File: src/design/dedq_pkg.sv
// shared types and constants of the delayed event deadline queue
package dedq_pkg;

  // operation codes of an input transaction
  typedef enum logic [1:0] {
    OP_TRIGGER = 2'd0,
    OP_TICK    = 2'd1,
    OP_CLEAR   = 2'd2,
    OP_LEAVE   = 2'd3
  } dedq_op_e;

  // register word index of the event duration
  localparam logic DEDQ_REG_DURATION = 1'b0;
  localparam logic [31:0] DEDQ_DURATION_RESET = 32'd10000;
  localparam logic [3:0] DEDQ_FIRED_MAX = 4'd15;

  typedef struct packed {
    dedq_op_e    operation;
    logic [31:0] now;
    logic [31:0] delay_ms;
  } dedq_in_t;

  typedef struct packed {
    logic        event_active;
    logic [31:0] window_start;
    logic [31:0] window_end;
    logic [3:0]  queued_count;
    logic [30:0] next_due_in_ms;
    logic [3:0]  fired_count;
    logic        delay_skipped;
  } dedq_out_t;

endpackage

File: src/design/dedq_alu.sv
// shared 32-bit add/subtract unit used for sums and wrap-safe compares
module dedq_alu (
  input  logic [31:0] a_i,
  input  logic [31:0] b_i,
  input  logic        sub_i,
  output logic [31:0] sum_o,
  output logic        neg_o,
  output logic        pos_o
);
  import dedq_pkg::*;

  logic [31:0] b_eff;

  // two's complement subtract when sub_i is set
  assign b_eff = sub_i ? ~b_i : b_i;
  assign sum_o = a_i + b_eff + {31'd0, sub_i};

  // sign of the wrapping difference, and strictly positive
  assign neg_o = sum_o[31];
  assign pos_o = (sum_o != 32'd0) && !sum_o[31];
endmodule

File: src/design/dedq_store.sv
// deadline ring memory with one write port and one registered read port
module dedq_store #(
  parameter int unsigned QUEUE_DEPTH = 8,
  parameter int unsigned AW = 3
) (
  input  logic          clk_i,
  input  logic          wr_en_i,
  input  logic [AW-1:0] wr_addr_i,
  input  logic [31:0]   wr_data_i,
  input  logic          rd_en_i,
  input  logic [AW-1:0] rd_addr_i,
  output logic [31:0]   rd_data_o
);
  import dedq_pkg::*;

  logic [31:0] mem_q [QUEUE_DEPTH];
  logic [31:0] rd_data_q;

  // write port
  always_ff @(posedge clk_i) begin
    if (wr_en_i) begin
      mem_q[wr_addr_i] <= wr_data_i;
    end
  end

  // registered read port
  always_ff @(posedge clk_i) begin
    if (rd_en_i) begin
      rd_data_q <= mem_q[rd_addr_i];
    end
  end

  assign rd_data_o = rd_data_q;
endmodule

File: src/design/delayed_event_deadline_queue_unit.sv
// top level of the delayed event deadline queue with its sequencer
//
// Keeps up to QUEUE_DEPTH event deadlines sorted earliest first in a ring
// memory, plus one active event window. Each input transaction (valid/ready)
// carries an operation, the current time and a delay; it yields exactly one
// result transaction with the window, queue fill, time to next deadline,
// fired count and skip flag.
// The input is ready only while the sequencer is idle. One shared adder does
// every time sum and wrap-safe compare, and the memory read is registered, so
// each entry visited takes a read state and a compare state. A sorted insert
// runs END and SUM, then RD and CMP for each entry it visits; a tick runs END
// and CLOSE, then PRD and PCMP for each deadline it checks; an immediate
// trigger, a clear and a leave run END only. All then pass NEXT, NCMP while a
// deadline is queued, and DONE; the next input can be taken in the cycle after
// the result is loaded. The result sits in an output register; a stalled
// receiver does not block the next input, but a second result waits in the
// sequencer until the output register is taken. Reset empties the queue (fill
// count and head only), closes the window and sets the duration register to
// 10000 ms.
// The duration register is written through the APB port at address 0.
module delayed_event_deadline_queue_unit #(
  parameter int unsigned QUEUE_DEPTH = 8
) (
  input  logic                clk_i,
  input  logic                rst_ni,
  input  logic                in_valid_i,
  output logic                in_ready_o,
  input  dedq_pkg::dedq_in_t  in_data_i,
  output logic                out_valid_o,
  input  logic                out_ready_i,
  output dedq_pkg::dedq_out_t out_data_o,
  input  logic                psel,
  input  logic                penable,
  input  logic                pwrite,
  input  logic [2:0]          paddr,
  input  logic [31:0]         pwdata,
  output logic [31:0]         prdata,
  output logic                pready
);
  import dedq_pkg::*;

  localparam int unsigned FW = $clog2(QUEUE_DEPTH + 1);
  localparam int unsigned AW = (QUEUE_DEPTH > 1) ? $clog2(QUEUE_DEPTH) : 1;
  localparam int unsigned PW = FW + 1;

  typedef enum logic [3:0] {
    S_IDLE,
    S_END,
    S_SUM,
    S_RD,
    S_CMP,
    S_CLOSE,
    S_PRD,
    S_PCMP,
    S_NEXT,
    S_NCMP,
    S_DONE
  } state_e;

  state_e        state_q, state_d;
  dedq_op_e      op_q, op_d;
  logic [31:0]   now_q, now_d;
  logic [31:0]   delay_q, delay_d;
  logic [31:0]   end_q, end_d;
  logic [31:0]   at_q, at_d;
  logic [FW-1:0] idx_q, idx_d;
  logic [FW-1:0] fill_q, fill_d;
  logic [AW-1:0] head_q, head_d;
  logic          open_q, open_d;
  logic [31:0]   open_time_q, open_time_d;
  logic [31:0]   close_time_q, close_time_d;
  logic [3:0]    fired_q, fired_d;
  logic          skipped_q, skipped_d;
  logic [30:0]   next_due_q, next_due_d;
  logic [31:0]   dur_q;
  logic          out_valid_q, out_valid_d;
  dedq_out_t     out_data_q, out_data_d;

  logic [31:0]   alu_a, alu_b, alu_sum;
  logic          alu_sub, alu_neg, alu_pos;
  logic          wr_en, rd_en;
  logic [AW-1:0] wr_addr, rd_addr;
  logic [31:0]   wr_data, rd_data;
  logic [FW-1:0] rel_k;
  logic [FW-1:0] rel_w;
  logic [AW-1:0] phys_k, phys_w;
  logic          cfg_wr;

  // ring position of a queue slot, head plus offset modulo depth
  function automatic logic [AW-1:0] ring_pos(logic [AW-1:0] head, logic [FW-1:0] k);
    logic [PW-1:0] s;
    s = PW'(head) + PW'(k);
    if (s >= PW'(QUEUE_DEPTH)) begin
      s = s - PW'(QUEUE_DEPTH);
    end
    return s[AW-1:0];
  endfunction

  assign phys_k = ring_pos(head_q, rel_k);
  assign phys_w = ring_pos(head_q, rel_w);

  dedq_alu u_alu (
    .a_i   (alu_a),
    .b_i   (alu_b),
    .sub_i (alu_sub),
    .sum_o (alu_sum),
    .neg_o (alu_neg),
    .pos_o (alu_pos)
  );

  dedq_store #(
    .QUEUE_DEPTH (QUEUE_DEPTH),
    .AW          (AW)
  ) u_store (
    .clk_i     (clk_i),
    .wr_en_i   (wr_en),
    .wr_addr_i (wr_addr),
    .wr_data_i (wr_data),
    .rd_en_i   (rd_en),
    .rd_addr_i (rd_addr),
    .rd_data_o (rd_data)
  );

  // configuration port
  assign pready = 1'b1;
  assign cfg_wr = psel && penable && pwrite && (paddr[2] == DEDQ_REG_DURATION);
  assign prdata = (paddr[2] == DEDQ_REG_DURATION) ? dur_q : 32'd0;

  always_ff @(posedge clk_i or negedge rst_ni) begin
    if (!rst_ni) begin
      dur_q <= DEDQ_DURATION_RESET;
    end else if (cfg_wr) begin
      dur_q <= pwdata;
    end
  end

  // operand selection for the shared adder
  always_comb begin
    alu_a   = now_q;
    alu_b   = dur_q;
    alu_sub = 1'b0;
    case (state_q)
      S_SUM: begin
        alu_b = delay_q;
      end
      S_CLOSE: begin
        alu_b   = close_time_q;
        alu_sub = 1'b1;
      end
      S_CMP: begin
        alu_a   = rd_data;
        alu_b   = at_q;
        alu_sub = 1'b1;
      end
      S_PCMP: begin
        alu_b   = rd_data;
        alu_sub = 1'b1;
      end
      S_NCMP: begin
        alu_a   = rd_data;
        alu_b   = now_q;
        alu_sub = 1'b1;
      end
      default: begin
        alu_sub = 1'b0;
      end
    endcase
  end

  assign in_ready_o  = (state_q == S_IDLE);
  assign out_valid_o = out_valid_q;
  assign out_data_o  = out_data_q;

  // sequencer next state
  always_comb begin
    state_d      = state_q;
    op_d         = op_q;
    now_d        = now_q;
    delay_d      = delay_q;
    end_d        = end_q;
    at_d         = at_q;
    idx_d        = idx_q;
    fill_d       = fill_q;
    head_d       = head_q;
    open_d       = open_q;
    open_time_d  = open_time_q;
    close_time_d = close_time_q;
    fired_d      = fired_q;
    skipped_d    = skipped_q;
    next_due_d   = next_due_q;
    out_valid_d  = out_valid_q;
    out_data_d   = out_data_q;
    wr_en        = 1'b0;
    rd_en        = 1'b0;
    rel_k        = '0;
    rel_w        = idx_q;
    wr_addr      = phys_w;
    wr_data      = at_q;
    rd_addr      = phys_k;

    // output register drains independently of the sequencer
    if (out_valid_q && out_ready_i) begin
      out_valid_d = 1'b0;
    end

    case (state_q)
      S_IDLE: begin
        if (in_valid_i) begin
          op_d      = in_data_i.operation;
          now_d     = in_data_i.now;
          delay_d   = in_data_i.delay_ms;
          fired_d   = '0;
          skipped_d = 1'b0;
          state_d   = S_END;
        end
      end
      // window end for any firing, then dispatch on the operation
      S_END: begin
        end_d = alu_sum;
        case (op_q)
          OP_TRIGGER: begin
            if ((delay_q != 32'd0) && (fill_q < FW'(QUEUE_DEPTH))) begin
              idx_d   = fill_q;
              state_d = S_SUM;
            end else begin
              skipped_d = (delay_q != 32'd0);
              if (!open_q) begin
                open_time_d = now_q;
              end
              close_time_d = alu_sum;
              open_d       = 1'b1;
              fired_d      = 4'd1;
              state_d      = S_NEXT;
            end
          end
          OP_TICK: begin
            state_d = S_CLOSE;
          end
          OP_CLEAR: begin
            fill_d  = '0;
            state_d = S_NEXT;
          end
          default: begin
            open_d  = 1'b0;
            state_d = S_NEXT;
          end
        endcase
      end
      S_SUM: begin
        at_d    = alu_sum;
        state_d = S_RD;
      end
      // sorted insert: look at the slot just below the hole
      S_RD: begin
        if (idx_q == '0) begin
          wr_en   = 1'b1;
          fill_d  = fill_q + FW'(1);
          state_d = S_NEXT;
        end else begin
          rel_k   = idx_q - FW'(1);
          rd_en   = 1'b1;
          state_d = S_CMP;
        end
      end
      S_CMP: begin
        wr_en = 1'b1;
        if (alu_pos) begin
          wr_data = rd_data;
          idx_d   = idx_q - FW'(1);
          state_d = S_RD;
        end else begin
          fill_d  = fill_q + FW'(1);
          state_d = S_NEXT;
        end
      end
      // tick: close an expired window first
      S_CLOSE: begin
        if (open_q && !alu_neg) begin
          open_d = 1'b0;
        end
        state_d = S_PRD;
      end
      S_PRD: begin
        if (fill_q == '0) begin
          state_d = S_NEXT;
        end else begin
          rd_en   = 1'b1;
          state_d = S_PCMP;
        end
      end
      // pop and fire a due head deadline
      S_PCMP: begin
        if (!alu_neg) begin
          head_d = (head_q == AW'(QUEUE_DEPTH - 1)) ? '0 : head_q + AW'(1);
          fill_d = fill_q - FW'(1);
          if (!open_q) begin
            open_time_d = now_q;
          end
          close_time_d = end_q;
          open_d       = 1'b1;
          if (fired_q != DEDQ_FIRED_MAX) begin
            fired_d = fired_q + 4'd1;
          end
          state_d = S_PRD;
        end else begin
          state_d = S_NEXT;
        end
      end
      // time until the earliest deadline
      S_NEXT: begin
        if (fill_q == '0) begin
          next_due_d = '0;
          state_d    = S_DONE;
        end else begin
          rd_en   = 1'b1;
          state_d = S_NCMP;
        end
      end
      S_NCMP: begin
        next_due_d = alu_pos ? alu_sum[30:0] : 31'd0;
        state_d    = S_DONE;
      end
      S_DONE: begin
        if (!out_valid_q || out_ready_i) begin
          out_valid_d                = 1'b1;
          out_data_d.event_active    = open_q;
          out_data_d.window_start    = open_time_q;
          out_data_d.window_end      = close_time_q;
          out_data_d.queued_count    = 4'(fill_q);
          out_data_d.next_due_in_ms  = next_due_q;
          out_data_d.fired_count     = fired_q;
          out_data_d.delay_skipped   = skipped_q;
          state_d                    = S_IDLE;
        end
      end
      default: begin
        state_d = S_IDLE;
      end
    endcase
  end

  // state and registered outputs
  always_ff @(posedge clk_i or negedge rst_ni) begin
    if (!rst_ni) begin
      state_q      <= S_IDLE;
      fill_q       <= '0;
      head_q       <= '0;
      open_q       <= 1'b0;
      open_time_q  <= '0;
      close_time_q <= '0;
      out_valid_q  <= 1'b0;
    end else begin
      state_q      <= state_d;
      fill_q       <= fill_d;
      head_q       <= head_d;
      open_q       <= open_d;
      open_time_q  <= open_time_d;
      close_time_q <= close_time_d;
      out_valid_q  <= out_valid_d;
    end
  end

  // transaction payload and work registers
  always_ff @(posedge clk_i) begin
    op_q       <= op_d;
    now_q      <= now_d;
    delay_q    <= delay_d;
    end_q      <= end_d;
    at_q       <= at_d;
    idx_q      <= idx_d;
    fired_q    <= fired_d;
    skipped_q  <= skipped_d;
    next_due_q <= next_due_d;
    out_data_q <= out_data_d;
  end
endmodule

File: config.mk
export PLATFORM = sky130hd
export DESIGN_NAME = delayed_event_deadline_queue_unit
export DESIGN_NICKNAME = d
export VERILOG_FILES = /design/src/design/dedq_pkg.sv /design/src/design/dedq_alu.sv /design/src/design/dedq_store.sv /design/src/design/delayed_event_deadline_queue_unit.sv
export SDC_FILE = /design/constraint.sdc
export NUM_CORES = 1
export LEC_CHECK = 0
export BUFFER_PORTS_ARGS = -buffer_cell sky130_fd_sc_hd__buf_2
export CORE_MARGIN = 2
export CORE_UTILIZATION = 35
export CTS_BUF_LIST = sky130_fd_sc_hd__clkbuf_4 sky130_fd_sc_hd__clkbuf_8 sky130_fd_sc_hd__clkbuf_16
export DETAILED_ROUTE_END_ITERATION = 10
export HOLD_SLACK_MARGIN = 0.02
export PLACE_DENSITY = 0.6
export SLEW_MARGIN = 20
export SYNTH_ARGS = -nofsm -noshare
export SYNTH_HDL_FRONTEND = slang
export SYNTH_HIERARCHICAL = 1
export SYNTH_SLANG_ARGS = --single-unit
File: constraint.sdc
create_clock -name clk_i -period 15.25 [get_ports clk_i]
set_clock_uncertainty 0.2 [all_clocks]
set_input_delay 0.7625 -clock clk_i [delete_from_list [all_inputs] [get_ports clk_i]]
set_output_delay 0.7625 -clock clk_i [all_outputs]
set_load 0.02 [all_outputs]
==> metrics.txt, run 1 <==
status finished, final reports clean; FF+latch count, synth 672; Die ar. 85500 sq um; syn_nets 1985; Post-Syn Area per Cell 15.9 sq um; Reg clk slew, reported paths 0.06 ns; register area share after synthesis 67.5%; Worst-Skew Late Latency 0.62 ns; clock tree buffer depth 3; Final period util 62.2%; Worst path top cell family by delay simple AND/OR/NAND/NOR gates; worst endpoint required time 15.54 ns; Distinct cells, synth 88; number of buffers inserted by hold repair at cts 0; Synth area leader edfxtp_1; flop2flop setup slack 5.76 ns; commonest non-fill, non-tap cells in the layout edfxtp_1 (563), buf_2 (243), mux2_2 (135); pin count of the biggest net entering global routing 68; CTS resizes 0; Setup crit start kind register; Clock Tree Root clkbuf_16; grt ovf 0; Reg-to-Reg Start state_q[2]$_DFFE_PN0P_; dpl hpwl 51800 microns; Detail Route Antenna Nets 0; Final setup viols 0; Worst Setup End Kind register; Initial DRC Count 2167; WP buf/inv 4; post-synth top area share 58.1%; TNS Setup 0 ns; IO Pins 248; final hold vios 0; CTS tree yes; ranking of synthesized cells by area edfxtp_1 (58%), dfrtp_1 (8.9%), mux2_2 (5.2%); CP Class reg -> reg; Num CTS Buffers 68; Final Hold Slack 0.118 ns; fraction of layout cells with a size suffix above 1 30.4%; Most used DFF post-synth edfxtp_1; most common cell type on the critical path buf_4; Synth Cell Area 29100 sq um; number of global-route vias before repair 18100; Worst Tran Pin Value 1.09 ns; H-tree depth 3; drt pass-1 iters 8; Clock Sinks 672; Slew HR 27.0%; detailed-route DRC error count 0; setup bufs post-CTS 0; die height 292 microns; CP Launch Point state_q[2]$_DFFE_PN0P_; Die W 292 microns; Area growth syn-to-layout 16.6%; first-pass GRT wire length 120000 microns; commonest non-fill, non-tap cell in the layout edfxtp_1; Slowest cell on crit path dfrtp_1; Layout Nets 2229; core box area 82200 sq um; Post-synth EDFFs 563; Post-synth ARST share 16.2%; Worst EP arrival 9.77 ns; DR vias 17800; R2R cell count 23; RSZ-0062 raised after global routing no; Crit path largest cell delay 0.71 ns; GRT Total Usage 18.8%; post-layout min period 9.49 ns; FP Rows 105; R2R Path End state_q[1]$_DFFE_PN0P_; DRT Wirelength 81200 microns; total of warnings raised by yosys 6; vias per cell 5.57; Max Fanout on Critical Path 55; Starting Density 35.4%; Hold Path Class in -> async; input/output buffers 244; Critical Path, Cell by Cell nor2b_1, nand3_2, inv_2, buf_4, a222oi_1, a31oi_1, xor2_1, inv_1, fa_1, nand2b_1, a21oi_2, o2111ai_1, a21boi_0, o22ai_1, nor4_1, nand4_1, or4b_1, or4_1, o41a_1, nand2_1, buf_4, o31ai_1, or3b_2; Post-Syn Instances 1829; antenna violations before repair 2; Placer Congestion 0.917; Slew Viols, Final 0; wire per inst 25.4 microns; max-cap viol count 0; Fmax achieved 0.105 GHz
flip-flops by register name, summed over array words and instances, names as in the netlist, 32 cells and up:
register           cells
u_store/rd_data_o     32
open_time_q           32
u_store/mem_q        256
close_time_q          32
delay_q               32
at_q                  32
now_q                 32
out_data_o           105
dur_q                 32
end_q                 32
layout make-up:
class | count | area (sq um)
multi-input cells | 1023 | 9000
well taps | 1070 | 1340
fillers | 7421 | 48300
flip-flops and latches | 672 | 19600
diodes | 1 | 2.50
repair buffers | 282 | 1530
clock buffers | 106 | 2130
clock inverters | 18 | 209
inverters | 26 | 97.6
worst register-to-register path: stages (launching register included):
cell and delay [ns]:
dfrtp_1 0.71, nor2b_1 0.33, nand3_2 0.12, inv_2 0.32, buf_4 0.64, a222oi_1 0.37, a31oi_1 0.27, xor2_1 0.24
inv_1 0.09, fa_1 0.43, nand2b_1 0.21, a21oi_2 0.41, o2111ai_1 0.21, a21boi_0 0.26, o22ai_1 0.17, nor4_1 0.60
nand4_1 0.32, or4b_1 0.54, or4_1 0.41, o41a_1 0.46, nand2_1 0.63, buf_4 0.57, o31ai_1 0.35, or3b_2 0.51
per-layer routing:
layer	GRT usage (%)	wire (microns)
met1	24.7	33900
met3	3.69	5820
met4	6.49	2310
met5	0	18
met2	31.0	39200
cells in the mapped netlist, types with 33 or more instances:
library cell    n
a22oi_1        33
mux2_2        135
a31oi_1        70
and3_1         33
dfrtp_1       104
nor2b_1        39
a21oi_1        74
mux4_1         40
nor2_1         90
ha_1           44
nand2_1       104
edfxtp_1      563
xor2_1         45
clkbuf_1       63
metrics by stage:
stage | util, % | setup slack [ns] | cell area (sq um) | std cells
floorplan | - | 6.44 | 29100 | 1829
global placement | 38.4 | 5.96 | 31600 | 3072
detailed placement | 38.4 | 5.84 | 31600 | 3072
CTS | 41.2 | 5.89 | 33900 | 3196
global route | 41.3 | 5.32 | 34000 | 3197
finish | 41.3 | 5.76 | 34000 | 3198
cells by family (layout without fill, tap and decap cells):
logic type,Yosys count,count (layout),synth area share [%]
compound gates,320,320,7.69
xor+xnor,64,64,1.93
fa+ha+maj,48,48,2.17
buf+inv,134,432,2.12
flops,672,672,67.5
mux,233,233,12.4
other cells,1,2,0.0129
simple gates,357,357,6.21
worst max-delay path by stage:
stage	slack, ns	endpoint	cells after the start
floorplan	6.44	out_data_o[0]$_DFFE_PP_	3
global placement	5.96	state_q[1]$_DFFE_PN0P_	22
detailed placement	5.84	state_q[1]$_DFFE_PN0P_	22
CTS	5.89	state_q[1]$_DFFE_PN0P_	22
global route	5.32	state_q[1]$_DFFE_PN0P_	22
finish	5.76	state_q[1]$_DFFE_PN0P_	23
Power of run 1 is not shown: default switching activity piles up to over one toggle a cycle in this logic, so the estimate is an artifact.
==> run 2, diff against run 1 <==
- clock period: 15.25 -> 9.3 ns (I/O delays scaled with it)
==> run 2 against run 1 <==
Worst setup slack got worse by 4.4 ns. Fmax rose by 20%. Via count is 1.3% higher. Sequential share of layout area shrank 1.7 points. Cell count increased by 3.4%. Die area unchanged. Highest routed layer unchanged. Wire length up 2.5%.
==> metrics.txt, run 2 (same netlist as run 1, synthesis figures left out) <==
detailed-route DRC error count 0 (unchanged); Met1 Routed Length 35000 microns (was 33900 microns); metal3 WL 6180 microns (was 5820 microns); CP Class reg -> reg (unchanged); TNS Setup 0 ns (unchanged); Placed Area 31700 sq um (was 31600 sq um); Num CTS Buffers 69 (was 68); clock tree buffer depth 3 (unchanged); Layout Nets 2339 (was 2229); WP buf/inv 4 (unchanged); Slew HR 20.6% (was 27.0%); setup bufs post-CTS 0 (unchanged); dpl hpwl 53600 microns (was 51800 microns); Worst Tran Pin Value 1.18 ns (was 1.09 ns); Reg clk slew, reported paths 0.06 ns (about the same); first-pass GRT wire length 122000 microns (was 120000 microns); worst endpoint required time 9.59 ns (was 15.54 ns); Finished Cell Area 35000 sq um (was 34000 sq um); FP Rows 105 (unchanged); Die W 292 microns (unchanged); CTS tree yes (unchanged); Worst-Skew Late Latency 0.62 ns (about the same); Final setup viols 0 (unchanged); WL met2 39900 microns (was 39200 microns); final hold vios 0 (unchanged); peak supply drop 0.325 mV; Hold Path Depth 3; post-layout min period 7.89 ns (was 9.49 ns); Worst path top cell family by delay simple AND/OR/NAND/NOR gates (unchanged); number of global-route vias before repair 18300 (was 18100); Max Fanout on Critical Path 35 (was 55); R2R Path End state_q[1]$_DFFE_PN0P_ (unchanged); Slowest cell on crit path dfrtp_1 (unchanged); Clock Tree Root clkbuf_16 (unchanged); Hold EP out_valid_o$_DFF_PN0_; wire per inst 25.2 microns (was 25.4 microns); setup ws final 1.41 ns (was 5.76 ns); Setup crit start kind register (unchanged); pin count of the biggest net entering global routing 68 (unchanged); Worst EP arrival 8.18 ns (was 9.77 ns); grt ovf 0 (unchanged); GRT Total Usage 19.2% (was 18.8%); most common cell type on the critical path buf_4 (unchanged); core box area 82200 sq um (unchanged); final cell count without fillers 3308 (was 3198); CTS resizes 0 (unchanged); DP Worst Slack 1.58 ns (was 5.84 ns); flop2flop setup slack 1.41 ns (was 5.76 ns); uppermost layer routed met5 (unchanged); Clock Sinks 672 (unchanged); status finished, final reports clean (unchanged); Final period util 84.9% (was 62.2%); RSZ-0062 raised after global routing no (unchanged); DRT Wirelength 83300 microns (was 81200 microns); min-delay src out_ready_i; leakage 12.8 nW; vias per cell 5.46 (was 5.57); Final Hold Slack 0.0496 ns (was 0.118 ns); R2R cell count 22 (was 23); die height 292 microns (unchanged); Fmax achieved 0.127 GHz (was 0.105 GHz); Top reg by flops u_store/mem_q (unchanged); max reg flops 256 (unchanged); power density cells 423 nW/um^2; drt pass-1 iters 9 (was 8); Critical Path, Cell by Cell inv_1, nor3_4, buf_4, a22oi_1, a31oi_1, mux2i_4, fa_1, xnor2_1, nor3_1, o21ai_1, a2111oi_0, nand4bb_1, nor4_1, buf_4, nand4_1, or4b_1, or4_1, o41a_1, nand2_1, buf_12, o31ai_1, or3b_2 (was nor2b_1, nand3_2, inv_2, buf_4, a222oi_1, a31oi_1, xor2_1, inv_1, fa_1, nand2b_1, a21oi_2, o2111ai_1, a21boi_0, o22ai_1, nor4_1, nand4_1, or4b_1, or4_1, o41a_1, nand2_1, buf_4, o31ai_1, or3b_2); antenna violations before repair 5 (was 2); Die ar. 85500 sq um (unchanged); Crit path largest cell delay 0.96 ns (was 0.71 ns); commonest non-fill, non-tap cells in the layout edfxtp_1 (563), buf_2 (243), mux2_2 (135) (unchanged); Placed Cells 3082 (was 3072); Worst Setup End Kind register (unchanged); input/output buffers 244 (unchanged); Placer Congestion 0.936 (was 0.917); Slew Viols, Final 0 (unchanged); Reg-to-Reg Start state_q[0]$_DFFE_PN0P_ (was state_q[2]$_DFFE_PN0P_); Hold Path Class in -> reg (was in -> async); Starting Density 35.4% (unchanged); Area growth syn-to-layout 20.1% (was 16.6%); DR vias 18100 (was 17800); Detail Route Antenna Nets 0 (unchanged); commonest non-fill, non-tap cell in the layout edfxtp_1 (unchanged); fraction of layout cells with a size suffix above 1 29.1% (was 30.4%); IO Pins 248 (unchanged); Initial DRC Count 2151 (was 2167); H-tree depth 3 (unchanged); max-cap viol count 0 (unchanged)
[run 2: changes by cell type in the layout (fill, tap and decap cells not counted), moves of 2 or more]
cell           change
dlygate4sd3_1     +99
clkbuf_4           -3
clkbuf_8          -10
clkinvlp_4         +4
inv_6              +2
buf_12             +2
clkinv_1           +6
buf_4              +8
clkinv_4           -2
clkinv_2           +4
[run 2: worst register-to-register path: stages, from the launching register on]
cell	delay [ns]
dfrtp_1	0.96
inv_1	0.23
nor3_4	0.34
buf_4	0.38
a22oi_1	0.17
a31oi_1	0.47
mux2i_4	0.17
fa_1	0.46
xnor2_1	0.32
nor3_1	0.36
o21ai_1	0.12
a2111oi_0	0.42
nand4bb_1	0.17
nor4_1	0.29
buf_4	0.18
nand4_1	0.18
or4b_1	0.51
or4_1	0.41
o41a_1	0.40
nand2_1	0.11
buf_12	0.29
o31ai_1	0.19
or3b_2	0.46
[run 2: area by class of cell]
type	instances	area, sq um
clock inverters	32	297
flip-flops and latches	672	19600
clock buffers	93	1970
fillers	7271	47300
repair buffers	391	2620
multi-input cells	1023	8990
well taps	1070	1340
inverters	26	98.8
diodes	1	2.50
[run 2: layer usage]
layer | track usage (%) | vias up
li1 | - | 7923
met1 | 25.7 | 9190
met2 | 31.8 | 802
met3 | 3.44 | 132
met4 | 6.27 | 6
met5 | 0 | -
[run 2: what timing repair did]
action	CTS	global route
hold buffers	99	0
endpoints found under the hold margin	147	0
setup endpoints to repair	0	0
[run 2: power by group]
group	internal, mW	switching (mW)
sequential	4.60	0.500
clock	1.61	1.16
combinational	2.35	4.58
total	8.56	6.24
[run 2: per-stage QoR]
stage                     power, mW  util (%)
after floorplan                9.49         -
after global placement         11.8      38.5
after detailed placement       11.9      38.5
after CTS                      14.8      42.5
after global routing           15.6      42.5
final                          14.8      42.5
[run 2: worst max-delay path by stage]
stage,start,endpoint,slack [ns],cells after the start
after global placement,state_q[0]$_DFFE_PN0P_,state_q[1]$_DFFE_PN0P_,1.63,20
after floorplan,state_q[2]$_DFFE_PN0P_,out_data_o[0]$_DFFE_PP_,0.49,3
after CTS,state_q[0]$_DFFE_PN0P_,state_q[1]$_DFFE_PN0P_,1.55,22
after global routing,state_q[0]$_DFFE_PN0P_,fill_q[1]$_DFFE_PN0P_,0.98,23
after detailed placement,state_q[0]$_DFFE_PN0P_,u_store/mem_q[0][6]$_DFFE_PP_,1.58,21
final,state_q[0]$_DFFE_PN0P_,state_q[1]$_DFFE_PN0P_,1.41,22
Power figures use the tool's default switching activity.
